File: src/hdl/etrc_pkg.sv
// ----------------------------------------------------------------------------
// etrc_pkg: shared types and constants of the expiring tag replay cache
// Slot layout, probe summary, status and command codes, state encoding,
// and the small helper functions used by the top module.
// ----------------------------------------------------------------------------
package etrc_pkg;

    localparam int SLOT_COUNT = 16;
    localparam int TAG_BYTES  = 32;
    localparam int TAG_WORDS  = 4;
    localparam int TIME_W     = 64;
    localparam int IDX_W      = (SLOT_COUNT > 1) ? $clog2(SLOT_COUNT) : 1;
    localparam int CNT_W      = $clog2(SLOT_COUNT + 1);
    localparam int LIVE_W     = 5;
    localparam int LIVE_MAX   = 31;

    typedef logic [TIME_W-1:0] stamp_t;

    localparam stamp_t DEF_LIFETIME = 64'd300;
    localparam stamp_t DEF_SKEW     = 64'd60;

    typedef enum logic [1:0] {
        STATUS_OK      = 2'd0,
        STATUS_REPLAY  = 2'd1,
        STATUS_UNAVAIL = 2'd2
    } status_t;

    typedef enum logic {
        CMD_DELIVER = 1'b0,
        CMD_QUERY   = 1'b1
    } cmd_t;

    typedef enum logic {
        CFG_LIFETIME = 1'b0,
        CFG_SKEW     = 1'b1
    } cfg_idx_t;

    typedef enum logic [1:0] {
        ST_IDLE,
        ST_SCAN,
        ST_COMMIT,
        ST_RESULT
    } state_t;

    typedef struct packed {
        logic                               used;
        stamp_t                             expiry;
        logic [TAG_WORDS-1:0][TIME_W-1:0]   tag;
    } slot_t;

    typedef struct packed {
        logic             hit;
        logic             free_ok;
        logic [IDX_W-1:0] free_idx;
        logic             exp_ok;
        logic [IDX_W-1:0] exp_idx;
        logic [CNT_W-1:0] live;
    } probe_t;

    // Byte 0 of a word sits in its top byte; bytes past the tag length are cleared.
    function automatic logic [TIME_W-1:0] word_mask(input int w);
        logic [TIME_W-1:0] mask;
        mask = '0;
        for (int b = 0; b < 8; b++)
        begin
            mask[TIME_W-1-8*b -: 8] = ((8 * w + b) < TAG_BYTES) ? 8'hFF : 8'h00;
        end
        return mask;
    endfunction

    function automatic stamp_t sat_add(input stamp_t a, input stamp_t b);
        logic [TIME_W:0] sum;
        sum = {1'b0, a} + {1'b0, b};
        return sum[TIME_W] ? '1 : sum[TIME_W-1:0];
    endfunction

endpackage

File: src/hdl/etrc_probe.sv
// ----------------------------------------------------------------------------
// etrc_probe: examines the slot at the head of the ring, one per cycle while enabled
// Accumulates replay hit, first unused slot, first expired slot, live count.
// ----------------------------------------------------------------------------
module etrc_probe
(
    input  logic                                                 clk,
    input  logic                                                 rst_n,
    input  logic                                                 clear,
    input  logic                                                 enable,
    input  logic [etrc_pkg::IDX_W-1:0]                           head_idx,
    input  etrc_pkg::slot_t                                      head,
    input  logic [etrc_pkg::TAG_WORDS-1:0][etrc_pkg::TIME_W-1:0] req_tag,
    input  etrc_pkg::stamp_t                                     now,
    output etrc_pkg::probe_t                                     summary
);

    etrc_pkg::probe_t probe_reg;
    etrc_pkg::probe_t probe_next;
    logic             live;
    logic             expired;
    logic             tag_eq;

    assign live    = head.used && (head.expiry > now);
    assign expired = head.used && (head.expiry <= now);
    assign tag_eq  = (head.tag == req_tag);

    always_comb
    begin
        probe_next = probe_reg;
        if (clear)
        begin
            probe_next = '0;
        end
        else if (enable)
        begin
            if (live && tag_eq)
            begin
                probe_next.hit = 1'b1;
            end
            if (!probe_reg.free_ok && !head.used)
            begin
                probe_next.free_ok  = 1'b1;
                probe_next.free_idx = head_idx;
            end
            if (!probe_reg.exp_ok && expired)
            begin
                probe_next.exp_ok  = 1'b1;
                probe_next.exp_idx = head_idx;
            end
            if (live)
            begin
                probe_next.live = probe_reg.live + 1'b1;
            end
        end
    end

    always_ff @(posedge clk or negedge rst_n)
    begin
        if (!rst_n)
        begin
            probe_reg <= '0;
        end
        else
        begin
            probe_reg <= probe_next;
        end
    end

    assign summary = probe_reg;

endmodule

File: config.mk
export PLATFORM = sky130hd
export DESIGN_NAME = etrc_probe
export DESIGN_NICKNAME = d
export VERILOG_FILES = /design/src/hdl/etrc_pkg.sv /design/src/hdl/etrc_probe.sv
export SDC_FILE = /design/constraint.sdc
export NUM_CORES = 1
export LEC_CHECK = 0
export BUFFER_PORTS_ARGS = -buffer_cell sky130_fd_sc_hd__buf_4
export CORE_AREA = 2 2 261 263
export DETAILED_ROUTE_END_ITERATION = 8
export DIE_AREA = 0 0 263 265
export PLACE_DENSITY = 0.3
export SYNTH_ARGS = -nofsm -noshare
export SYNTH_HDL_FRONTEND = slang
export SYNTH_SLANG_ARGS = --single-unit
File: constraint.sdc
create_clock -name clk -period 1.5 [get_ports clk]
set_input_delay 0.225 -clock clk [delete_from_list [all_inputs] [get_ports clk]]
set_output_delay 0.225 -clock clk [all_outputs]
set_load 0.01 [all_outputs]
==> run metrics, run 1 <==
WL final=54,300 um; commonest non-fill, non-tap cell in the layout=buf_4; max FFs per register=16; port bufs=664; initial antenna violation count=28; setup TNS=-7080 ps; Peak VDD IR=0.000376 V; drt drc=0; first-pass GRT wire length=74,000 um; CTS root buffer=clkbuf_16; Die H=265 um; Largest stage delay, worst path=380 ps; Post-synth EDFFs=0; fin area=13,300 um^2; syn nets=1,487; Worst Path Buf+Inv=3; nets=2,285; Yosys warning total=0; GPL Wtd Cong=0.910; via count=8,843; Initial Utilization=0.0842; Critical Path Slowest Stage Cell=nor4_2; synth unique cells=52; max layer used=met5; Longest Clk Path Bufs=2; sum of routed wire segments on met1=19,300 um; Sw Share=0.361; Max Slew Vio Count=0; most used cell, CP=buf_4; largest net degree at the start of global routing=22; relative slew slack=0.497; Cells after Synth=773; P_leak=0.00674 uW; die footprint=69,700 um^2; Ports=665; share of post-route cells with drive strength above 1=0.553; worst path cell trace=buf_4 > ha_1 > nand4_1 > nor4_2 > buf_4 > and3_4 > o311a_1 > a211o_4 > buf_4 > nand3_2 > mux2_4; area delta synth->final=136%; final period utilization=1.47; synthesized area per cell=7.27 um^2; total global routing overflow=0; share of power burned in registers=0.105; sw power=1590 uW; worst skew pair latency=260 ps; outcome=complete, but fails checks; core box area=66,800 um^2; HP Class=input pin to register; Worst Path Max Fanout=3; DR WL met2=29,800 um; Routed Antenna Nets=0; Avg WL per Cell=22.1 um; capturing element type of the critical path=register; Pint=2800 uW; clk slew on worst S/H paths=60 ps; slew of the pin with the lowest slew margin=755 ps; final hold violations=0; critical path required time=1640 ps; Setup Skew=1.39 ps; site row count=95; 1st-iter DRT viols=307; area of the mapped netlist=5620 um^2; Num CTS Buffers=3; Setup crit start kind=input pin; failing checks=setup timing; number of global-route vias before repair=9,937; CTS tree=built; logic gate share of total power=0.753; hpwl dp=51,800 um; most frequent cells in the layout=790 x buf_4, 163 x inv_1, 120 x xor2_1; clock power share=0.143; Die Width=263 um; H-tree depth=1; maximum clock rate=0.453 GHz; RSZ-0062 raised after global routing=true; mean number of vias per cell=3.60; post-synthesis register bit count=16; pwr/cell area=330 nW/um^2; final setup vio count=11; worst path arrival time=2350 ps; met3 wire length=3880 um; CP delay by family, top=simple AND/OR/NAND/NOR gates; overall power=4390 uW; most common flop cell mapped by yosys=dfrtp_1; critical path class=input pin to register; clk sinks=16; worst setup margin=-706 ps; FFs w/ async S/R, synth=1.00; Seq/Total Area, Yosys=0.0712; drt pass-1 iters=4; max-cap viol count=0; dpl cell area=12,800 um^2; min Tclk post-route=2210 ps; total global-route track usage=0.149
worst register-to-register path: cells and delay by family, from the launching register on:
kind / cells / cell delay, ps
AOI/OAI and AO/OA: 1 / 130
adders and majority gates: 1 / 200
DFF: 1 / 360
and+or+nand+nor: 2 / 600
cells in the mapped netlist (2+ instances only):
cell type	instances	area, um^2
xor2_1	120	1050
dfrtp_1	16	400
o21ai_0	11	55.1
a221oi_1	14	123
o2111ai_1	9	78.8
o2bb2ai_1	12	105
nor2b_1	15	93.8
a22oi_1	3	22.5
and4_1	4	35.0
a2111oi_0	7	61.3
nand2_1	18	67.6
nor2_1	12	45.0
o22ai_1	39	244
o21a_1	2	15.0
a2111o_1	2	22.5
nand2b_1	35	219
a21oi_1	35	175
a22o_1	16	140
o31ai_1	2	15.0
nor3_1	7	35.0
nand4_1	34	213
or4_1	3	22.5
mux2i_1	8	80.1
a221o_1	5	50.1
nand4_2	2	25.0
nor4_2	2	25.0
a21o_1	2	15.0
ha_1	65	813
xnor2_1	20	175
nand3_1	10	50.1
o211ai_1	3	22.5
nor4_1	46	288
inv_1	175	657
power by group through the flow:
stage | Sequential (uW) | Combinational [uW] | Clock, uW
after CTS | 460 | 3340 | 667
after global placement | 467 | 3200 | 0
final | 459 | 3300 | 627
after floorplan | 473 | 987 | 0
after detailed placement | 467 | 3220 | 0
after global routing | 461 | 3620 | 682
path summary, 6_finish.rpt:
| path | start | cells past startpoint | endpoint | slack [ps] |
|---|---|---|---|---|
| max | head[305] | 11 | summary[2]$_DFFE_PN0P_ | -710 |
| min | head_idx[0] | 3 | summary[10]$_DFFE_PN0P_ | 230 |
| max reg2reg | summary[0]$_DFFE_PN0P_ | 4 | summary[4]$_DFFE_PN0P_ | 130 |
| min reg2reg | summary[10]$_DFFE_PN0P_ | 2 | summary[10]$_DFFE_PN0P_ | 530 |
| max in group asynchronous | rst_n | 2 | summary[13]$_DFFE_PN0P_ | 840 |
| min in group asynchronous | rst_n | 2 | summary[9]$_DFFE_PN0P_ | 440 |
per-layer routing:
layer / up-vias / global-route usage
li1: 4379 / -
met1: 4012 / 0.152
met2: 392 / 0.300
met3: 50 / 0.0401
met4: 10 / 0.0281
met5: - / 0
cell type report:
class	count	area, um^2
flip-flops and latches	16	400
well taps	873	1090
fillers	7645	53500
diodes	15	37.5
clock buffers	4	88.8
repair buffers	795	5990
multi-input cells	580	4990
inverters	175	689
stage by stage:
stage | hold WS (ps) | setup slack (ps) | util | cells
detailed placement | 134 | -1510 | 0.192 | 2435
CTS | 227 | -792 | 0.197 | 2442
global route | 241 | -845 | 0.198 | 2449
global placement | 128 | -1860 | 0.192 | 2435
floorplan | -70.6 | -619 | - | 773
finish | 234 | -706 | 0.199 | 2458
cell families after synthesis:
| logic type | count (synthesis) | share of synthesized area |
|---|---|---|
| and+or+nand+nor | 192 | 0.205 |
| buffers and inverters | 177 | 0.119 |
| AOI/OAI and AO/OA | 174 | 0.226 |
| xor gates and xnor gates | 140 | 0.218 |
| adders and majority gates | 65 | 0.145 |
| DFF | 16 | 0.0712 |
| muxes | 9 | 0.0162 |
timing repair:
action / in CTS / in global routing
pin swaps: 23 / 6
gates resized for setup: 41 / 13
setup buffers: 2 / 1
hold buffers: 1 / 0
endpoints found under the hold margin: 16 / 0
setup endpoints to repair: 11 / 11
Note: power is estimated with default switching activity, not from simulation.
==> run 2, diff against run 1 <==
--- a/config.mk
+++ b/config.mk
@@ -9,6 +9,7 @@
 export CORE_AREA = 2 2 261 263
 export DETAILED_ROUTE_END_ITERATION = 8
 export DIE_AREA = 0 0 263 265
+export MAX_ROUTING_LAYER = met4
 export PLACE_DENSITY = 0.3
 export SYNTH_ARGS = -nofsm -noshare
 export SYNTH_HDL_FRONTEND = slang
==> run 2 against run 1 <==
Effect of this change: the flow still finishes with violations (setup timing); final cell count rose by 0.24%; hold slack improved by 1.6 ps; register-to-register slack got worse by 40 ps; fmax rose by 1.2%; clock power fell by 13%; combinational power rose by 2%; critical path depth did not move; largest cell class unchanged.
==> run metrics, run 2 (synthesized netlist as in run 1, its figures left out) <==
hpwl dp=52,200 um (+0.83%); Ports=665 (unchanged); final hold violations=0 (unchanged); largest net degree at the start of global routing=22 (unchanged); HP Class=input pin to register; Num CTS Buffers=3 (unchanged); Worst Path Max Fanout=4 (+1); failing checks=setup timing; Setup Skew=2.20 ps (+0.812 ps); overall power=4390 uW (about the same); total global-route track usage=0.153 (+0.00435); die footprint=69,700 um^2 (unchanged); WL final=54,700 um (+0.68%); Fill cells=7,618 (-0.35%); critical path class=input pin to register; maximum clock rate=0.459 GHz (+1.2%); dpl cell area=12,900 um^2 (+0.51%); Avg WL per Cell=22.2 um (+0.44%); first-pass GRT wire length=73,700 um (-0.31%); max FFs per register=16 (unchanged); most frequent cells in the layout=797 x buf_4, 158 x inv_1, 120 x xor2_1; initial antenna violation count=24 (-14%); Max Slew Vio Count=0 (unchanged); Setup crit start kind=input pin; Peak VDD IR=0.000299 V (-20%); Initial Utilization=0.0842 (unchanged); via count=8,916 (+0.83%); post-route insts no fill=2,464 (+0.24%); CTS tree=built; min Tclk post-route=2180 ps (-26.3 ps); core box area=66,800 um^2 (unchanged); CTS root buffer=clkbuf_16; site row count=95 (unchanged); worst setup margin=-680 ps (+26.3 ps); Final Util=0.204 (+0.00472); area delta synth->final=142%; Longest Clk Path Bufs=2 (unchanged); nets=2,294 (+0.39%); max-cap viol count=0 (unchanged); share of post-route cells with drive strength above 1=0.572 (+0.0187); mean number of vias per cell=3.62 (+0.58%); pwr/cell area=323 nW/um^2 (-2.3%); final period utilization=1.45 (-0.0176); H-tree depth=1 (unchanged); outcome=complete, but fails checks; clk sinks=16 (unchanged); worst path arrival time=2350 ps (about the same); Die H=265 um (unchanged); hold_ws=235 ps (+1.57 ps); 1st-iter DRT viols=308 (+0.33%); port bufs=664 (unchanged); capturing element type of the critical path=register; fin area=13,600 um^2 (+2.4%); relative slew slack=0.573 (+0.0763); worst skew pair latency=250 ps (about the same); total global routing overflow=0 (unchanged); Routed Antenna Nets=0 (unchanged); critical path required time=1670 ps (+30 ps); clk slew on worst S/H paths=50 ps (about the same); Die Width=263 um (unchanged); number of global-route vias before repair=9,924 (-0.13%); drt drc=0 (unchanged); final setup vio count=11 (unchanged); slew of the pin with the lowest slew margin=640 ps (-114 ps); GPL Wtd Cong=0.892 (-1.9%); commonest non-fill, non-tap cell in the layout=buf_4; RSZ-0062 raised after global routing=true; P_leak=0.00685 uW (+1.7%); cell count after placement=2,442 (+0.29%); drt pass-1 iters=4 (unchanged)
==> run 2: final timing paths <==
path	start	to	slack (ps)	cells after the start
max	now[1]	summary[7]$_DFFE_PN0P_	-680	11
min	head_idx[3]	summary[13]$_DFFE_PN0P_	240	3
max reg2reg	summary[0]$_DFFE_PN0P_	summary[4]$_DFFE_PN0P_	90	4
min reg2reg	summary[13]$_DFFE_PN0P_	summary[13]$_DFFE_PN0P_	530	2
max in group asynchronous	rst_n	summary[11]$_DFFE_PN0P_	840	2
min in group asynchronous	rst_n	summary[14]$_DFFE_PN0P_	440	2
==> run 2: critical path: stages <==
cell and delay, ps:
buf_6 100, inv_12 30, ha_4 220, nor2b_1 120
o211ai_1 200, a2111oi_2 140, o311a_4 380, a211o_4 340
a211oi_4 230, buf_6 160, mux2i_1 190
==> run 2: power by group <==
part / internal, uW / leakage (uW) / switching (uW) / total (uW)
clock network: 352 / 0.0000371 / 194 / 546
logic: 2000 / 0.00659 / 1380 / 3380
registers: 447 / 0.000220 / 11.9 / 459
total: 2800 / 0.00685 / 1590 / 4390
==> run 2: metal layers <==
metal	global-route usage	part of all wire
met1	0.156	0.37
met2	0.304	0.54
met3	0.0320	0.061
met4	0.0224	0.027
met5	-	0
==> run 2: repair_timing <==
item / CTS / global route
pin swaps: 27 / 19
resized for setup: 61 / 27
hold buffers: 1 / 0
hold endpoints to repair: 16 / 0
endpoints found under the setup margin: 11 / 11
cloned: 0 / 0
buffers inserted: 5 / 2
==> run 2: cell type report <==
class                   instances  area (um^2)  share of cell area
repair buffers                804         6070               0.446
multi-input cells             580         5240               0.386
flip-flops and latches         16          400              0.0294
diodes                         13         32.5             0.00239
inverters                     175          684              0.0503
clock buffers                   3         75.1             0.00552
well taps                     873         1090              0.0803
==> run 2: per-stage QoR <==
stage / setup TNS, ps / setup WS (ps)
floorplan: -5560 / -619
global placement: -13310 / -1680
detailed placement: -13230 / -1480
CTS: -7310 / -715
global route: -8230 / -810
finish: -6930 / -680
==> run 3, diff against run 2 <==
--- a/config.mk
+++ b/config.mk
@@ -11,6 +11,7 @@
 export DIE_AREA = 0 0 263 265
 export MAX_ROUTING_LAYER = met4
 export PLACE_DENSITY = 0.3
+export REMOVE_ABC_BUFFERS = 1
 export SYNTH_ARGS = -nofsm -noshare
 export SYNTH_HDL_FRONTEND = slang
 export SYNTH_SLANG_ARGS = --single-unit
==> run 3 against run 2 <==
Effect of this change: setup slack gained 25 ps; register-to-register slack lost 90 ps; final area grew 2.1%; die area is the same; sequential power is essentially flat; the flow still finishes with violations (setup timing); sequential share of layout area shrank 0.060 points; via count grew 0.95%; hold slack gained 2.7 ps; fmax grew 1.2%; clock skew is essentially flat.
==> run metrics, run 3 (synthesized netlist as in run 1, its figures left out) <==
outcome=complete, but fails checks; failing checks=setup timing; mean number of vias per cell=3.61 (-0.26%); total global routing overflow=0 (unchanged); number of global-route vias before repair=9,892 (-0.32%); Setup crit start kind=input pin; Num CTS Buffers=3 (unchanged); Initial Utilization=0.0842 (unchanged); met3 global-route usage=0.0533 (+0.0213); max FFs per register=16 (unchanged); initial antenna violation count=41 (+71%); site row count=95 (unchanged); critical path required time=1640 ps (-30 ps); Worst setup startpoint=now[57]; slew of the pin with the lowest slew margin=568 ps (-71.8 ps); worst hold stages=3 (unchanged); hpwl dp=53,900 um (+3.2%); clk sinks=16 (unchanged); Routed Antenna Nets=0 (unchanged); hold_ws=238 ps (+2.74 ps); nets=2,306 (+0.52%); core box area=66,800 um^2 (unchanged); worst path arrival time=2290 ps (-60 ps); first-pass GRT wire length=75,300 um (+2.2%); Die H=265 um (unchanged); min Tclk post-route=2150 ps (-25.2 ps); pwr/cell area=330 nW/um^2 (+2.1%); max-cap viol count=0 (unchanged); worst skew pair latency=250 ps (about the same); final hold violations=0 (unchanged); met2 Use GR=0.301 (-0.00265); CTS root buffer=clkbuf_16; H-tree depth=1 (unchanged); maximum clock rate=0.464 GHz (+1.2%); Longest Clk Path Bufs=2 (unchanged); clk slew on worst S/H paths=60 ps (about the same); setup TNS=-6640 ps (+287 ps); gr busiest metal=met2; Hold Crit Start=head_idx[1]; Die Width=263 um (unchanged); Peak VDD IR=0.000435 V (+45%); share of post-route cells with drive strength above 1=0.588 (+0.0167); relative slew slack=0.618 (+0.0444); P_leak=0.00688 uW (+0.48%); total global-route track usage=0.159 (+0.00587); Avg WL per Cell=22.9 um (+3.0%); GPL Wtd Cong=0.970 (+8.8%); final setup vio count=11 (unchanged); RSZ-0062 raised after global routing=true; die footprint=69,700 um^2 (unchanged); via count=9,001 (+0.95%); drt drc=0 (unchanged); commonest non-fill, non-tap cell in the layout=buf_4; Setup Skew=2.65 ps (+0.446 ps); port bufs=664 (unchanged); met1 usage=0.164 (+0.00796); most frequent cells in the layout=804 x buf_4, 159 x inv_1, 120 x xor2_1; R2R depth=4 (unchanged); final period utilization=1.44 (-0.0168); CTS tree=built; Max Slew Vio Count=0 (unchanged); WL final=57,000 um (+4.3%); Worst Path Max Fanout=3 (-1); critical path class=input pin to register; overall power=4570 uW (+4.2%); cell count after placement=2,452 (+0.41%); Ports=665 (unchanged); post-route insts no fill=2,494 (+1.2%); worst setup margin=-654 ps (+25.2 ps); 1st-iter DRT viols=318 (+3.2%); drt pass-1 iters=4 (unchanged); HP Class=input pin to register; largest net degree at the start of global routing=22 (unchanged); FF-to-FF Start=summary[1]$_DFFE_PN0P_; capturing element type of the critical path=register; area delta synth->final=147%
## run 3: layout make-up
type	instances	area, um^2
multi-input cells	580	5380
flip-flops and latches	16	400
inverters	175	669
repair buffers	816	6170
diodes	30	75.1
clock buffers	4	88.8
fillers	7652	52900
well taps	873	1090
## run 3: final timing paths
kind                       slack [ps]                 endpoint
max in group asynchronous         850   summary[0]$_DFFE_PN0P_
min in group asynchronous         440   summary[6]$_DFFE_PN0P_
hold reg to reg                   530  summary[14]$_DFFE_PN0P_
setup reg to reg                    0   summary[4]$_DFFE_PN0P_
setup / recovery                 -650   summary[2]$_DFFE_PN0P_
hold / removal                    240  summary[11]$_DFFE_PN0P_
## run 3: routing by layer
| metal | share of wire | up-vias |
|---|---|---|
| met5 | 0 | - |
| met1 | 0.37 | 4117 |
| met2 | 0.53 | 397 |
| met4 | 0.012 | 0 |
| li1 | - | 4455 |
| met3 | 0.084 | 32 |
## run 3: report_power, final
group / leakage (uW) / total (uW) / switching, uW / internal [uW]
Clock: 0.0000443 / 602 / 196 / 406
Combinational: 0.00662 / 3510 / 1440 / 2070
Sequential: 0.000220 / 459 / 11.8 / 447
Total: 0.00688 / 4570 / 1650 / 2930
## run 3: per-stage QoR
stage                      util  cell area [um^2]  worst slack, ps
after floorplan               -              5610             -713
after global placement    0.191             12800            -1520
after detailed placement  0.191             12800            -1490
after CTS                 0.202             13500             -707
after global routing      0.208             13900             -792
final                     0.208             13900             -654
## run 3: critical path, stage by stage
cell and delay (ps):
buf_4 110, inv_1 80, ha_4 200, nand4_1 160, buf_4 160, nor3_1 60
a211oi_2 220, o211ai_1 150, a211o_2 380, buf_4 150, nand3_2 70, mux2_2 330
## run 3: repair_timing
| item | CTS | global route |
|---|---|---|
| hold buffers | 1 | 0 |
| gates resized for setup | 93 | 54 |
| pin swaps | 36 | 29 |
| endpoints found under the hold margin | 16 | 0 |
| setup buffers | 4 | 4 |
| setup endpoints to repair | 11 | 11 |
