## src/hdl/etrc_pkg.sv

```systemverilog
// ----------------------------------------------------------------------------
// etrc_pkg: shared types and constants of the expiring tag replay cache
// Slot layout, probe summary, status and command codes, state encoding,
// and the small helper functions used by the top module.
// ----------------------------------------------------------------------------
package etrc_pkg;

    localparam int SLOT_COUNT = 16;
    localparam int TAG_BYTES  = 32;
    localparam int TAG_WORDS  = 4;
    localparam int TIME_W     = 64;
    localparam int IDX_W      = (SLOT_COUNT > 1) ? $clog2(SLOT_COUNT) : 1;
    localparam int CNT_W      = $clog2(SLOT_COUNT + 1);
    localparam int LIVE_W     = 5;
    localparam int LIVE_MAX   = 31;

    typedef logic [TIME_W-1:0] stamp_t;

    localparam stamp_t DEF_LIFETIME = 64'd300;
    localparam stamp_t DEF_SKEW     = 64'd60;

    typedef enum logic [1:0] {
        STATUS_OK      = 2'd0,
        STATUS_REPLAY  = 2'd1,
        STATUS_UNAVAIL = 2'd2
    } status_t;

    typedef enum logic {
        CMD_DELIVER = 1'b0,
        CMD_QUERY   = 1'b1
    } cmd_t;

    typedef enum logic {
        CFG_LIFETIME = 1'b0,
        CFG_SKEW     = 1'b1
    } cfg_idx_t;

    typedef enum logic [1:0] {
        ST_IDLE,
        ST_SCAN,
        ST_COMMIT,
        ST_RESULT
    } state_t;

    typedef struct packed {
        logic                               used;
        stamp_t                             expiry;
        logic [TAG_WORDS-1:0][TIME_W-1:0]   tag;
    } slot_t;

    typedef struct packed {
        logic             hit;
        logic             free_ok;
        logic [IDX_W-1:0] free_idx;
        logic             exp_ok;
        logic [IDX_W-1:0] exp_idx;
        logic [CNT_W-1:0] live;
    } probe_t;

    // Byte 0 of a word sits in its top byte; bytes past the tag length are cleared.
    function automatic logic [TIME_W-1:0] word_mask(input int w);
        logic [TIME_W-1:0] mask;
        mask = '0;
        for (int b = 0; b < 8; b++)
        begin
            mask[TIME_W-1-8*b -: 8] = ((8 * w + b) < TAG_BYTES) ? 8'hFF : 8'h00;
        end
        return mask;
    endfunction

    function automatic stamp_t sat_add(input stamp_t a, input stamp_t b);
        logic [TIME_W:0] sum;
        sum = {1'b0, a} + {1'b0, b};
        return sum[TIME_W] ? '1 : sum[TIME_W-1:0];
    endfunction

endpackage

```

## src/hdl/etrc_cell.sv

```systemverilog
// ----------------------------------------------------------------------------
// etrc_cell: one slot of the circulating slot ring
// Holds used flag, expiry and tag; shifts to its neighbor or takes a write.
// ----------------------------------------------------------------------------
module etrc_cell
(
    input  logic            clk,
    input  logic            rst_n,
    input  logic            shift_en,
    input  etrc_pkg::slot_t shift_in,
    input  logic            wr_en,
    input  etrc_pkg::slot_t wr_data,
    output etrc_pkg::slot_t slot
);

    logic                                                   used_reg;
    logic                                                   used_next;
    etrc_pkg::stamp_t                                       expiry_reg;
    etrc_pkg::stamp_t                                       expiry_next;
    logic [etrc_pkg::TAG_WORDS-1:0][etrc_pkg::TIME_W-1:0]   tag_reg;
    logic [etrc_pkg::TAG_WORDS-1:0][etrc_pkg::TIME_W-1:0]   tag_next;

    always_comb
    begin
        used_next   = used_reg;
        expiry_next = expiry_reg;
        tag_next    = tag_reg;
        if (wr_en)
        begin
            used_next   = wr_data.used;
            expiry_next = wr_data.expiry;
            tag_next    = wr_data.tag;
        end
        else if (shift_en)
        begin
            used_next   = shift_in.used;
            expiry_next = shift_in.expiry;
            tag_next    = shift_in.tag;
        end
    end

    always_ff @(posedge clk or negedge rst_n)
    begin
        if (!rst_n)
        begin
            used_reg <= 1'b0;
        end
        else
        begin
            used_reg <= used_next;
        end
    end

    always_ff @(posedge clk)
    begin
        expiry_reg <= expiry_next;
        tag_reg    <= tag_next;
    end

    assign slot.used   = used_reg;
    assign slot.expiry = expiry_reg;
    assign slot.tag    = tag_reg;

endmodule

```

## config.mk

```make
export PLATFORM = sky130hd
export DESIGN_NAME = etrc_cell
export DESIGN_NICKNAME = d
export VERILOG_FILES = /design/src/hdl/etrc_pkg.sv /design/src/hdl/etrc_cell.sv
export SDC_FILE = /design/constraint.sdc
export NUM_CORES = 1
export LEC_CHECK = 0
export BUFFER_PORTS_ARGS = -buffer_cell sky130_fd_sc_hd__clkbuf_2
export CAP_MARGIN = 20
export CORE_AREA = 2 2 379 381
export CTS_CLUSTER_DIAMETER = 100
export DETAILED_ROUTE_END_ITERATION = 7
export DIE_AREA = 0 0 381 383
export PLACE_DENSITY = 0.34
export SETUP_SLACK_MARGIN = 0.1
export SLEW_MARGIN = 10
export SYNTH_ARGS = -nofsm -noshare
export SYNTH_HDL_FRONTEND = slang
export SYNTH_SLANG_ARGS = --single-unit
```

## constraint.sdc

```tcl
create_clock -name clk -period 0.9 [get_ports clk]
set_clock_uncertainty 0.05 [all_clocks]
set_input_delay 0.135 -clock clk [delete_from_list [all_inputs] [get_ports clk]]
set_output_delay 0.135 -clock clk [all_outputs]
set_load 0.03 [all_outputs]
```

==> results.txt, run 1 <==
The count of different cell masters after synthesis is 11. The I/O pin count came out at 967. Setup violations remaining at the end of the flow were counted as 321. The TritonCTS clock tree is yes. The slew at the pin closest to its max-slew limit came out at 0.357 ns. The post-route core utilization is 0.233. The number of antenna violations at the first check in global routing came to 54.

The longest clock path from root to sink contains 3 buffers. The area taken by flip-flops and latches came out at 9630 um^2. The number of H-tree levels is 2. The net count of the finished layout came out at 3018. Among all stages on the critical path, the largest delay is contributed by sky130_fd_sc_hd__edfxtp_1.

The delay of the slowest critical-path stage came out at 0.51 ns. The row count is 139. The power per standard cell area came out at 1550 nW/um^2. The die is 381 um wide.

The flip-flop count of the largest register after layout came out at 256. The peak ir drop on the vdd network is 1.05 mV. The total number of yosys warnings is 0. In this run the most critical hold path is launched from wr_en. Dividing the detail-routed wire length by the instance count gives 20.0 um.

CTS placed an instance of sky130_fd_sc_hd__clkbuf_16 at the clock tree root. Once the clock tree was built, the setup fixing pass inserted 0 buffers. In this run the vertical extent of the chip is 383 um. The max-slew violation count is 0. The post-route cell area is 33200 um^2. The checks that failed: negative hold slack, negative setup slack.

The number of routed nets with antenna violations is 0. Hold repair after CTS inserted 644 buffers. The clock-pin slew on the worst setup and hold paths is 0.05 ns. The total via count after detailed routing is 13100. The synthesis-stage register bit count is 321.

Synthesis produced a netlist with a net count of 1328. The post-layout minimum cycle time came out at 1.47 ns. The first global-routing pass estimated 114 mm of wire. The total detailed-routing wirelength is 86.3 mm. In the final layout, the multi-input gates occupy 4640 um^2.

During placement, the flow inserted port buffers numbering 966. STA classifies the critical path startpoint as a register. In this run the tightest slew margin relative to its limit is 0.762. The kind of cell with the highest combined delay along the critical path is flip-flops. In this run the cell area of the synthesized design comes to 14600 um^2. The tool flagged a number of max-cap violations equal to 0. The maximum number of pins on one net before global-route repair is 28. The area growth from synthesis to final layout is 127%.

The HPWL after detailed placement came out at 70.7 mm. The fraction of layout cells with a size suffix above 1 is 0.587. The number of buffers added by the clock tree synthesis step came out at 45. Using the TritonRoute via totals, the vias-per-cell ratio works out to 3.04. The endpoint arrival time on the critical path is 1.28 ns.

The most critical setup path has its startpoint at slot[88]. The mean cell area of the mapped netlist came out at 21.5 um^2. The floorplan step defined a die boundary enclosing 146000 um^2. The number of sinks handled by clock tree synthesis came out at 321. The final total negative setup slack is -137.04 ns. The portion of the clock cycle consumed by the worst path in the final layout came out at 1.63. The kind of path behind the tightest hold check is primary input to register. Traced cell by cell, the critical path runs through buf_8. The worst setup path is of the register to output port kind. The core region is 142000 um^2. Summed over all cells, the static leakage comes to 0.0150 uW. Routability-driven placement finished with a final weighted congestion of 0.799.

The startpoint identified for the worst register-to-register timing path is used_reg. The worst-case hold slack is -0.0929 ns. For this run, the top clock speed supported by timing is 0.680 GHz. The number of global-route vias before repair came to 14500. The count of routing violations after the opening detailed-route iteration is 367. The count of buffering cells on the critical path with inverters included came out at 1. The number of remaining DRC errors is 0. The sequential fraction of the synthesis area is 0.658. At the worst endpoint, the required time is 0.71 ns. The global-route total usage across every layer came out at 0.113. The later-pin clock latency in the skew report came out at 0.58 ns. The instance count of the mapped netlist is 682.

The run finished, with violations left. The type of element capturing the critical path is an output port. The number of optimization iterations in the first detailed-route pass came out at 4.

Setup repair after global routing could not meet its margin everywhere. The number of hold-slack violations in the final timing report came out at 4. The number of inserted filler cells in the final layout came out at 15200.

Across all setup checks in the final design, the least slack found is -0.570 ns. The total overflow reported by the global router came out at 0. Along the worst path, the maximum fanout reaches 1. The initial utilization of the core area, before any placement, comes to 0.103. In this run the cell area measured after placement is 22300 um^2.
==> worst register-to-register path, delay by kind of cell, from the launching register on <==
kind	cells	cell delay, ns
flip-flops	1	0.40
multiplexers	1	0.14
AO/OA/AOI/OAI	1	0.07
==> cell usage in the layout (no fill, tap or decap), types with 10 or more instances in the layout <==
master and instances:
sky130_fd_sc_hd__clkbuf_8 237, sky130_fd_sc_hd__buf_6 19, sky130_fd_sc_hd__mux2_2 52, sky130_fd_sc_hd__dlygate4sd3_1 592, sky130_fd_sc_hd__diode_2 10, sky130_fd_sc_hd__buf_8 68
sky130_fd_sc_hd__clkinv_1 16, sky130_fd_sc_hd__edfxtp_1 320, sky130_fd_sc_hd__clkbuf_2 616, sky130_fd_sc_hd__clkbuf_16 46, sky130_fd_sc_hd__buf_2 12, sky130_fd_sc_hd__mux2_4 268
sky130_fd_sc_hd__dlymetal6s4s_1 52, sky130_fd_sc_hd__buf_12 24, sky130_fd_sc_hd__buf_4 58
==> worst paths after layout <==
| check | slack, ns | endpoint | depth (start not counted) |
|---|---|---|---|
| worst min-delay path | -0.09 | expiry_reg[1] | 2 |
| worst max register to register | 0.13 | used_reg | 2 |
| max in group asynchronous | 0.35 | used_reg | 3 |
| min in group asynchronous | 0.34 | used_reg | 3 |
| worst max-delay path | -0.57 | slot[88] | 1 |
| worst min register to register | 0.55 | used_reg | 2 |
==> metal layers <==
metal,track usage,routed length [um],vias to the layer above
met4,0.0264,1700,12
met1,0.135,34800,6285
li1,-,-,6099
met2,0.194,42500,625
met5,0,72,-
met3,0.0393,7170,124
==> layout make-up <==
class | count | share of cell area
Timing Repair Buffer | 1680 | 0.457
Tap cell | 1903 | 0.0717
Clock buffer | 54 | 0.0349
Antenna cell | 10 | 0.000753
Sequential cell | 321 | 0.290
Clock inverter | 25 | 0.00573
Multi-Input combinational cell | 324 | 0.140
==> logic make-up after synthesis <==
| group | synth area share |
|---|---|
| multiplexers | 0.315 |
| flip-flops | 0.658 |
| buffers and inverters | 0.0261 |
| AND/OR/NAND/NOR | 0.000683 |
| AO/OA/AOI/OAI | 0.000341 |
==> power by group <==
group	internal, uW	switching [uW]
clock network	9930	7050
logic	8320	6880
registers	18400	881
==> repair_timing <==
action / CTS / global route
cloned: 0 / 1
gates resized for setup: 620 / 195
endpoints found under the hold margin: 322 / 4
setup endpoints to repair: 323 / 414
==> synth_stat cells <==
master,number,share of area
sky130_fd_sc_hd__buf_2,5,0.0017
sky130_fd_sc_hd__buf_4,1,0.00051
sky130_fd_sc_hd__buf_6,31,0.024
sky130_fd_sc_hd__dfrtp_1,1,0.0017
sky130_fd_sc_hd__edfxtp_1,320,0.66
sky130_fd_sc_hd__mux2_2,53,0.041
sky130_fd_sc_hd__mux2_4,267,0.27
sky130_fd_sc_hd__mux2i_1,1,0.00068
sky130_fd_sc_hd__nand2_1,1,0.00026
sky130_fd_sc_hd__o21ai_0,1,0.00034
sky130_fd_sc_hd__or2_2,1,0.00043
==> through the flow <==
step	total power, uW	worst slack, ns	cells
after floorplan	25000	-2.45	682
after global placement	29500	-0.566	3583
after detailed placement	29500	-0.573	3583
after CTS	52300	-0.663	4306
after global routing	53600	-0.647	4311
final	51500	-0.570	4317
(Power assumes the default switching activity.)
==> inputs of run 2 (changes only) <==
--- a/config.mk
+++ b/config.mk
@@ -5,13 +5,13 @@
 export SDC_FILE = /design/constraint.sdc
 export NUM_CORES = 1
 export LEC_CHECK = 0
+export ABC_AREA = 1
 export BUFFER_PORTS_ARGS = -buffer_cell sky130_fd_sc_hd__clkbuf_2
 export CAP_MARGIN = 20
-export CORE_AREA = 2 2 379 381
+export CORE_AREA = 2 2 372 374
 export CTS_CLUSTER_DIAMETER = 100
 export DETAILED_ROUTE_END_ITERATION = 7
-export DIE_AREA = 0 0 381 383
-export PLACE_DENSITY = 0.34
+export DIE_AREA = 0 0 374 376
 export SETUP_SLACK_MARGIN = 0.1
 export SLEW_MARGIN = 10
 export SYNTH_ARGS = -nofsm -noshare
==> constraint.sdc (replaced) <==
create_clock -name clk -period 0.9 [get_ports clk]
set_clock_uncertainty 0.05 [all_clocks]
set_input_delay 0.18 -clock clk [delete_from_list [all_inputs] [get_ports clk]]
set_output_delay 0.18 -clock clk [all_outputs]
set_load 0.03 [all_outputs]
==> run 2 against run 1 <==
Compared with the run above:
- the flow finishes with violations (negative setup slack)
- flip-flop and latch count did not move
- fmax is 3.5% lower
- final cell count rose by 14%
- synthesized area fell by 5.7%
- die area down 3.6%
- first-iteration DRC count rose to 4.2 times the previous value
- worst hold slack improved by 0.13 ns
- global-route usage rose by 3.9 points
- critical endpoint is now slot[113]
- largest cell class unchanged
==> results.txt, run 2 <==
The area growth from synthesis to final layout is 139%. The power per standard cell area came out at 1570 nW/um^2 (+1.4%). The via-per-instance ratio came out at 3.66 (+20%). The number of optimization iterations in the first detailed-route pass came out at 6 (+2).

The highest attainable clock frequency came out at 0.657 GHz (-3.5%). The count of buffering cells on the critical path with inverters included came to 1 (unchanged). The worst-case clock buffer depth was 3 (unchanged). The slew at the pin closest to its max-slew limit is 0.374 ns (+0.0165 ns). The final worst slack was -0.623 ns (-0.0530 ns). After synthesis, the most frequently instantiated cells are sky130_fd_sc_hd__nand2_1 (962), sky130_fd_sc_hd__edfxtp_1 (320), sky130_fd_sc_hd__buf_2 (34). The depth of the worst register-to-register path is 3 (+1). The post-layout minimum cycle time came out at 1.52 ns (+0.0530 ns).

The library cell used most frequently in the layout, excluding fill and tap cells, is sky130_fd_sc_hd__nand2_1. The fraction of layout cells with a size suffix above 1 is 0.373 (-0.214). The total number of yosys warnings is 0 (unchanged). STA classifies the critical path endpoint as an output port. After global routing, the most crowded layer is met2. The register-to-register setup slack was 0.04 ns (-0.09 ns).

The root buffer selected by CTS is sky130_fd_sc_hd__clkbuf_16. The final reports fail on negative setup slack. The total setup violations reported at the end of the flow came out at 641 (+100%). The die area is 141000 um^2 (-3.6%).

The net count of the finished layout came out at 3687 (+22%). The die outline width is 374 um (-1.8%). The total overflow reported by the global router is 0 (unchanged). The number of H-tree levels came to 2 (unchanged). By area the synthesized netlist is led by sky130_fd_sc_hd__edfxtp_1 (70%), sky130_fd_sc_hd__nand2_1 (26%), sky130_fd_sc_hd__buf_6 (1.9%), sky130_fd_sc_hd__buf_2 (1.2%), sky130_fd_sc_hd__buf_4 (0.76%).

The maximum number of pins on one net before global-route repair came out at 71 (+150%). The post-route core utilization came out at 0.242 (+0.00846). The run finished, with violations left. The reg-to-reg endpoint is used_reg. The tightest slew margin relative to the limit is 0.750 (-0.0118). The total detailed-routing wirelength is 117 mm (+35%).

The post-detailed-placement cell area came out at 21300 um^2 (-4.8%). The number of sinks handled by clock tree synthesis is 321 (unchanged). The maximum fanout along the worst path came out at 1 (unchanged). Traced cell by cell, the critical path runs through buf_8. The HPWL after detailed placement came out at 87.9 mm (+24%).

The share of Yosys cell area claimed by the top area cell type came out at 0.696 (+0.0399). The portion of the clock cycle consumed by the worst path in the final layout came out at 1.69 (+0.0589). The worst-case hold slack is 0.0331 ns (+0.126 ns).

The mapped cell area is 13800 um^2 (-5.7%). TritonCTS built the clock tree. The routed length per placed instance was 23.8 um (+19%). The flip-flop count of the largest register after layout is 256 (unchanged).

The mean cell area of the mapped netlist was 10.2 um^2 (-53%). The number of antenna violations at the first check in global routing came out at 100 (+85%). The row count is 136 (-2.2%). The met1 demand-to-capacity share in global routing was 0.184 (+0.0497). The kind of cell with the highest combined delay along the critical path is flip-flops. The worst register-to-register path begins at used_reg. The count of routing violations after the opening detailed-route iteration is 1549 (+320%). The later-pin clock latency in the skew report came out at 0.61 ns (+0.03 ns). The number of routed nets with antenna violations came to 0 (unchanged). The critical setup path kind is register to output port.

The placeable core region came out at 137000 um^2 (-4.0%). The sequential fraction of the synthesis area is 0.698 (+0.0400). The startpoint class of the critical path is a register. The delay of the slowest critical-path stage is 0.48 ns (-0.03 ns).

The clock-pin slew on the worst setup and hold paths is 0.06 ns (about the same). In the post-synthesis netlist, the cell with the most instances is sky130_fd_sc_hd__nand2_1. The initial core utilization came to 0.101 (-0.00191).

The kind of path behind the tightest hold check is primary input to register. Setup repair after global routing could not meet its margin everywhere. The number of inserted filler cells in the final layout came out at 14300 (-5.8%). The commonest register cell after synthesis is sky130_fd_sc_hd__edfxtp_1. The die extent in y is 376 um (-1.8%). The I/O pin count came out at 967 (unchanged). The total power consumption of the routed design is 52000 uW (+0.94%). The max-slew violation count came out at 0 (unchanged). The endpoint arrival time on the critical path came out at 1.29 ns (about the same). The number of remaining DRC errors came out at 0 (unchanged).

Leaving out fill and tap cells, the most frequent cells in the layout are sky130_fd_sc_hd__nand2_1 (948), sky130_fd_sc_hd__clkbuf_2 (644), sky130_fd_sc_hd__dlygate4sd3_1 (628). The instance count along the most critical hold path is 5 (+3). The weighted congestion at the end of routability-driven global placement came out at 1.07 (+33%). The largest total area in the synthesized netlist belongs to sky130_fd_sc_hd__edfxtp_1. The number of global-route vias before repair came out at 18100 (+25%). The global-route wire length before repair is 147 mm (+28%). The count of different cell masters after synthesis came to 11 (unchanged). The number of buffers added by the clock tree synthesis step was 41 (-8.9%).

The leakage power is 0.0155 uW (+4.0%). The total via count after detailed routing is 18000 (+37%). The instance count of the mapped netlist is 1360 (+99%). The total of buffers placed on input and output ports is 966 (unchanged). The global-route total usage across every layer came out at 0.152 (+0.0385). The critical path required time came out at 0.67 ns (-0.04 ns). The met2 global-route usage came to 0.241 (+0.0472).

The number of hold-slack violations in the final timing report came to 0 (-4). The worst hold path terminates at used_reg. The max-capacitance violation count came to 0 (unchanged). The net count after synthesis is 2006 (+51%). The met3 usage came out at 0.0577 (+0.0184). The slowest library cell on the worst path is sky130_fd_sc_hd__edfxtp_1. The post-route cell area is 33100 um^2 (-0.47%).

The minimum setup slack after placement came out at -0.627 ns (-0.0538 ns). The fraction of registers with async set/reset came out at 0.00312 (unchanged). The startpoint of the most critical hold path is wr_en. The number of synthesized flops with an enable pin came to 320 (unchanged).

The peak ir drop on the vdd network came to 1.43 mV (+36%). The synthesis-stage register bit count came out at 321 (unchanged).
[run 2: layer usage]
metal,vias to the layer above,wire length [um],part of all wire
li1,7817,-,-
met1,8427,46500,0.40
met3,385,11900,0.10
met5,-,183,0.0016
met2,1347,53200,0.46
met4,28,5030,0.043
[run 2: area by class of cell]
class	instances	area (um^2)	share of cell area
timing repair buffer	1710	16000	0.485
clock buffer	48	1060	0.0321
sequential	321	9630	0.291
clock inverter	25	269	0.00814
multi-input combinational	965	3670	0.111
inverter	2	27.5	0.000833
antenna	48	120	0.00363
tap	1794	2240	0.0679
[run 2: per-stage QoR]
stage	instances	setup TNS, ns
final	4913	-304.77
after global routing	4882	-324.81
after CTS	4832	-311.81
after detailed placement	4109	-328.82
after global placement	4109	-326.47
after floorplan	1360	-1575.98
[run 2: kinds of logic (layout without fill, tap and decap cells)]
logic type,count (synthesis),count (layout),share of synthesized area
flops,321,321,0.698
other cells,0,48,0
simple gates,965,965,0.263
buf+inv,74,1785,0.0397
[run 2: power breakdown]
| part | total, uW | internal (uW) | switching (uW) |
|---|---|---|---|
| Clock | 16700 | 9460 | 7250 |
| Combinational | 15800 | 7700 | 8120 |
| Sequential | 19400 | 18400 | 1020 |
[run 2: timing repair]
action	4_1_cts	5_1_grt
buffers inserted	4	5
setup endpoints to repair	439	708
hold endpoints to repair	322	1
gates resized for setup	617	172
pin swaps	0	1
hold buffers	643	1
cloned	3	28
[run 2: how the worst max path moves through the flow]
stage               startpoint  slack (ns)  depth (start not counted)              to
finish               slot[113]       -0.62                          1       slot[113]
global route          slot[88]       -0.68                          1        slot[88]
CTS                  slot[202]       -0.70                          1       slot[202]
detailed placement       wr_en       -0.63                          4   expiry_reg[6]
global placement         wr_en       -0.63                          4  expiry_reg[14]
floorplan                wr_en       -4.85                          4   expiry_reg[0]
==> inputs of run 3 (changes only) <==
--- a/config.mk
+++ b/config.mk
@@ -12,6 +12,7 @@
 export CTS_CLUSTER_DIAMETER = 100
 export DETAILED_ROUTE_END_ITERATION = 7
 export DIE_AREA = 0 0 374 376
+export PLACE_DENSITY = 0.39
 export SETUP_SLACK_MARGIN = 0.1
 export SLEW_MARGIN = 10
 export SYNTH_ARGS = -nofsm -noshare
==> run 3 against run 2 <==
Compared with the run above:
- total power up 0.42%
- largest power group unchanged
- fmax down 2.6%
- sequential power about the same
- setup slack worse by 0.040 ns
- critical path type unchanged
- count of clock-buffer cells in the layout up 3
- design area up 2.7%
- combinational power about the same
- wire length down 14%
- critical endpoint is now slot[287]
- sequential share of layout area down 0.76 points
- the flow still finishes with violations (negative setup slack)
- flip-flop and latch count unchanged
==> results.txt, run 3 (same netlist as run 2, synthesis figures left out) <==
The TritonCTS clock tree is yes. The count of buffering cells on the critical path with inverters included is 1 (unchanged). The endpoint arrival time on the critical path is 1.33 ns (+0.04 ns).

The number of hold-slack violations in the final timing report is 0 (unchanged). The net switching share of the total power is 0.305 (-0.0102). The delay of the slowest critical-path stage is 0.53 ns (+0.05 ns). The number of antenna violations at the first check in global routing came out at 30 (-70%).

The routed length per placed instance is 20.4 um (-14%). The total setup violations reported at the end of the flow came out at 576 (-10%). The slowest library cell on the worst path is sky130_fd_sc_hd__edfxtp_1. The multi-input combinational cell area was 3740 um^2 (+2.0%). The area growth from synthesis to final layout came out at 146%. The relative contribution of the clock network to total power came out at 0.324 (+0.003). The startpoint class of the critical path is a register. The max-slew violation count is 0 (unchanged). The post-detailed-placement cell area came out at 21300 um^2 (+0.29%). The tree is rooted in a sky130_fd_sc_hd__clkbuf_16. The max-capacitance violation count was 0 (unchanged). The minimum setup slack after placement is -0.634 ns (-0.00734 ns). The library cell used most frequently in the layout, excluding fill and tap cells, is sky130_fd_sc_hd__nand2_1. Broken down by cell family, the worst path's largest delay share belongs to flip-flops. The HPWL after detailed placement is 72.8 mm (-17%). The tightest slew margin relative to the limit came out at 0.705 (-0.0450). The maximum number of pins on one net before global-route repair came to 83 (+17%). The total of buffers placed on input and output ports is 966 (unchanged). The clock-pin slew on the worst setup and hold paths came to 0.06 ns (about the same). The fraction of layout cells with a size suffix above 1 came out at 0.389 (+0.0160). The power per standard cell area came to 1540 nW/um^2 (-2.2%). The number of inserted filler cells in the final layout came out at 14500 (+1.4%). The worst-case hold slack is 0.0440 ns (+0.0109 ns). The number of routed nets with antenna violations came out at 0 (unchanged). The number of global-route vias before repair came to 17800 (-1.7%). The register share of total power was 0.372 (-0.002). The die area came to 141000 um^2 (unchanged). The count of routing violations after the opening detailed-route iteration was 975 (-37%). The row count came out at 136 (unchanged). The total detailed-routing wirelength is 100 mm (-14%). The number of buffers added by the clock tree synthesis step is 43 (+4.9%). The worst setup path is of the register to output port kind. The number of H-tree levels came out at 2 (unchanged). Setup repair after global routing could not meet its margin everywhere. The internal power of the cells is 36300 uW (+1.9%). In this run the most critical hold path is launched from wr_data[250]. The via-per-instance ratio is 3.40 (-7.2%).

The critical path required time is 0.67 ns (about the same). The leakage power is 0.0159 uW (+2.2%). The maximum fanout along the worst path is 1 (unchanged). The kind of path behind the tightest hold check is primary input to register. The net count of the finished layout is 3740 (+1.4%). The critical path goes through buf_8. The area taken by flip-flops and latches came out at 9640 um^2 (about the same). The register-to-register setup slack is -0.03 ns (-0.07 ns). The number of optimization iterations in the first detailed-route pass is 7 (+1). The worst hold path terminates at slot[250]. The die outline width is 374 um (unchanged). The flip-flop count of the largest register after layout is 256 (unchanged). The portion of the clock cycle consumed by the worst path in the final layout came out at 1.74 (+0.0445). The worst-case clock buffer depth came out at 3 (unchanged).

The worst register-to-register path ends at used_reg. The global-route total usage across every layer was 0.129 (-0.0227). The net load switching power came to 15900 uW (-2.8%). The share of total power in combinational logic came to 0.304 (about the same). Leaving out fill and tap cells, the most frequent cells in the layout are sky130_fd_sc_hd__nand2_1 (929), sky130_fd_sc_hd__clkbuf_2 (643), sky130_fd_sc_hd__dlygate4sd3_1 (642).

The instance count along the most critical hold path is 4 (-1). The total via count after detailed routing is 16800 (-6.8%). The total power consumption of the routed design is 52200 uW (+0.42%). The global-route wire length before repair came out at 128 mm (-13%). The initial core utilization came out at 0.101 (unchanged). The number of sinks handled by clock tree synthesis came out at 321 (unchanged). The post-route cell area came to 33900 um^2 (+2.7%). The peak ir drop on the vdd network came out at 1.17 mV (-18%).

The post-layout minimum cycle time is 1.56 ns (+0.0400 ns). The run finished, with violations left. The later-pin clock latency in the skew report came to 0.59 ns (-0.02 ns).

The die extent in y is 376 um (unchanged). The checks that failed: negative setup slack. The I/O pin count came out at 967 (unchanged). The placeable core region came out at 137000 um^2 (unchanged). The final worst slack is -0.663 ns (-0.0400 ns).

The weighted congestion at the end of routability-driven global placement came out at 0.904 (-15%). The highest attainable clock frequency was 0.640 GHz (-2.6%). The launch instance of the worst register-to-register path is used_reg. The number of remaining DRC errors was 0 (unchanged). The total overflow reported by the global router is 0 (unchanged). The slew at the pin closest to its max-slew limit came to 0.442 ns (+0.0687 ns).

The depth of the worst register-to-register path is 3 (unchanged). The worst setup path is captured at an output port.
run 3: metal layers:
metal / global-route usage / wire length (um) / up-vias
met1: 0.152 / 41000 / 7854
li1: - / - / 7884
met4: 0.0539 / 3780 / 10
met3: 0.0392 / 7040 / 194
met2: 0.217 / 48600 / 838
met5: 0 / 66 / -
run 3: how the worst max path moves through the flow:
stage | endpoint | start | depth (start not counted)
floorplan | expiry_reg[0] | wr_en | 4
global placement | expiry_reg[44] | shift_en | 5
detailed placement | expiry_reg[50] | shift_en | 5
CTS | slot[143] | slot[143] | 1
global route | slot[287] | expiry_reg[31] | 1
finish | slot[287] | expiry_reg[31] | 1
run 3: stage by stage:
step,utilization,setup TNS (ns),instances
floorplan,-,-1575.98,1360
global placement,0.156,-312.92,4127
detailed placement,0.156,-315.82,4127
CTS,0.240,-184.92,4885
global route,0.248,-186.75,4931
finish,0.248,-163.21,4934
run 3: power by group through the flow:
| stage | clock network, uW | registers (uW) | logic (uW) |
|---|---|---|---|
| after floorplan | 0 | 22700 | 1740 |
| after global placement | 0 | 19300 | 9810 |
| after detailed placement | 0 | 19300 | 9780 |
| after CTS | 17500 | 19300 | 15200 |
| after global routing | 18100 | 19500 | 16700 |
| final | 16900 | 19400 | 15900 |
run 3: final cells by class:
| type | instances | share of cell area |
|---|---|---|
| Tap cell | 1794 | 0.0661 |
| Sequential cell | 321 | 0.284 |
| Inverter | 2 | 0.00111 |
| Multi-Input combinational cell | 965 | 0.110 |
| Clock buffer | 51 | 0.0332 |
| Timing Repair Buffer | 1761 | 0.498 |
| Antenna cell | 13 | 0.000958 |
| Clock inverter | 27 | 0.00689 |
run 3: timing repair:
action                                 4_1_cts  5_1_grt
buffers inserted                            19       15
hold buffers                               642        0
cloned                                      19       29
pin swaps                                    1        2
setup endpoints to repair                  563      920
gates resized for setup                    678      203
endpoints found under the hold margin      322        0
run 3: tightest hold or removal path, delay by kind of cell:
family                 cells  cell delay, ns
buffers and inverters      2            0.26
and+or+nand+nor            2            0.15
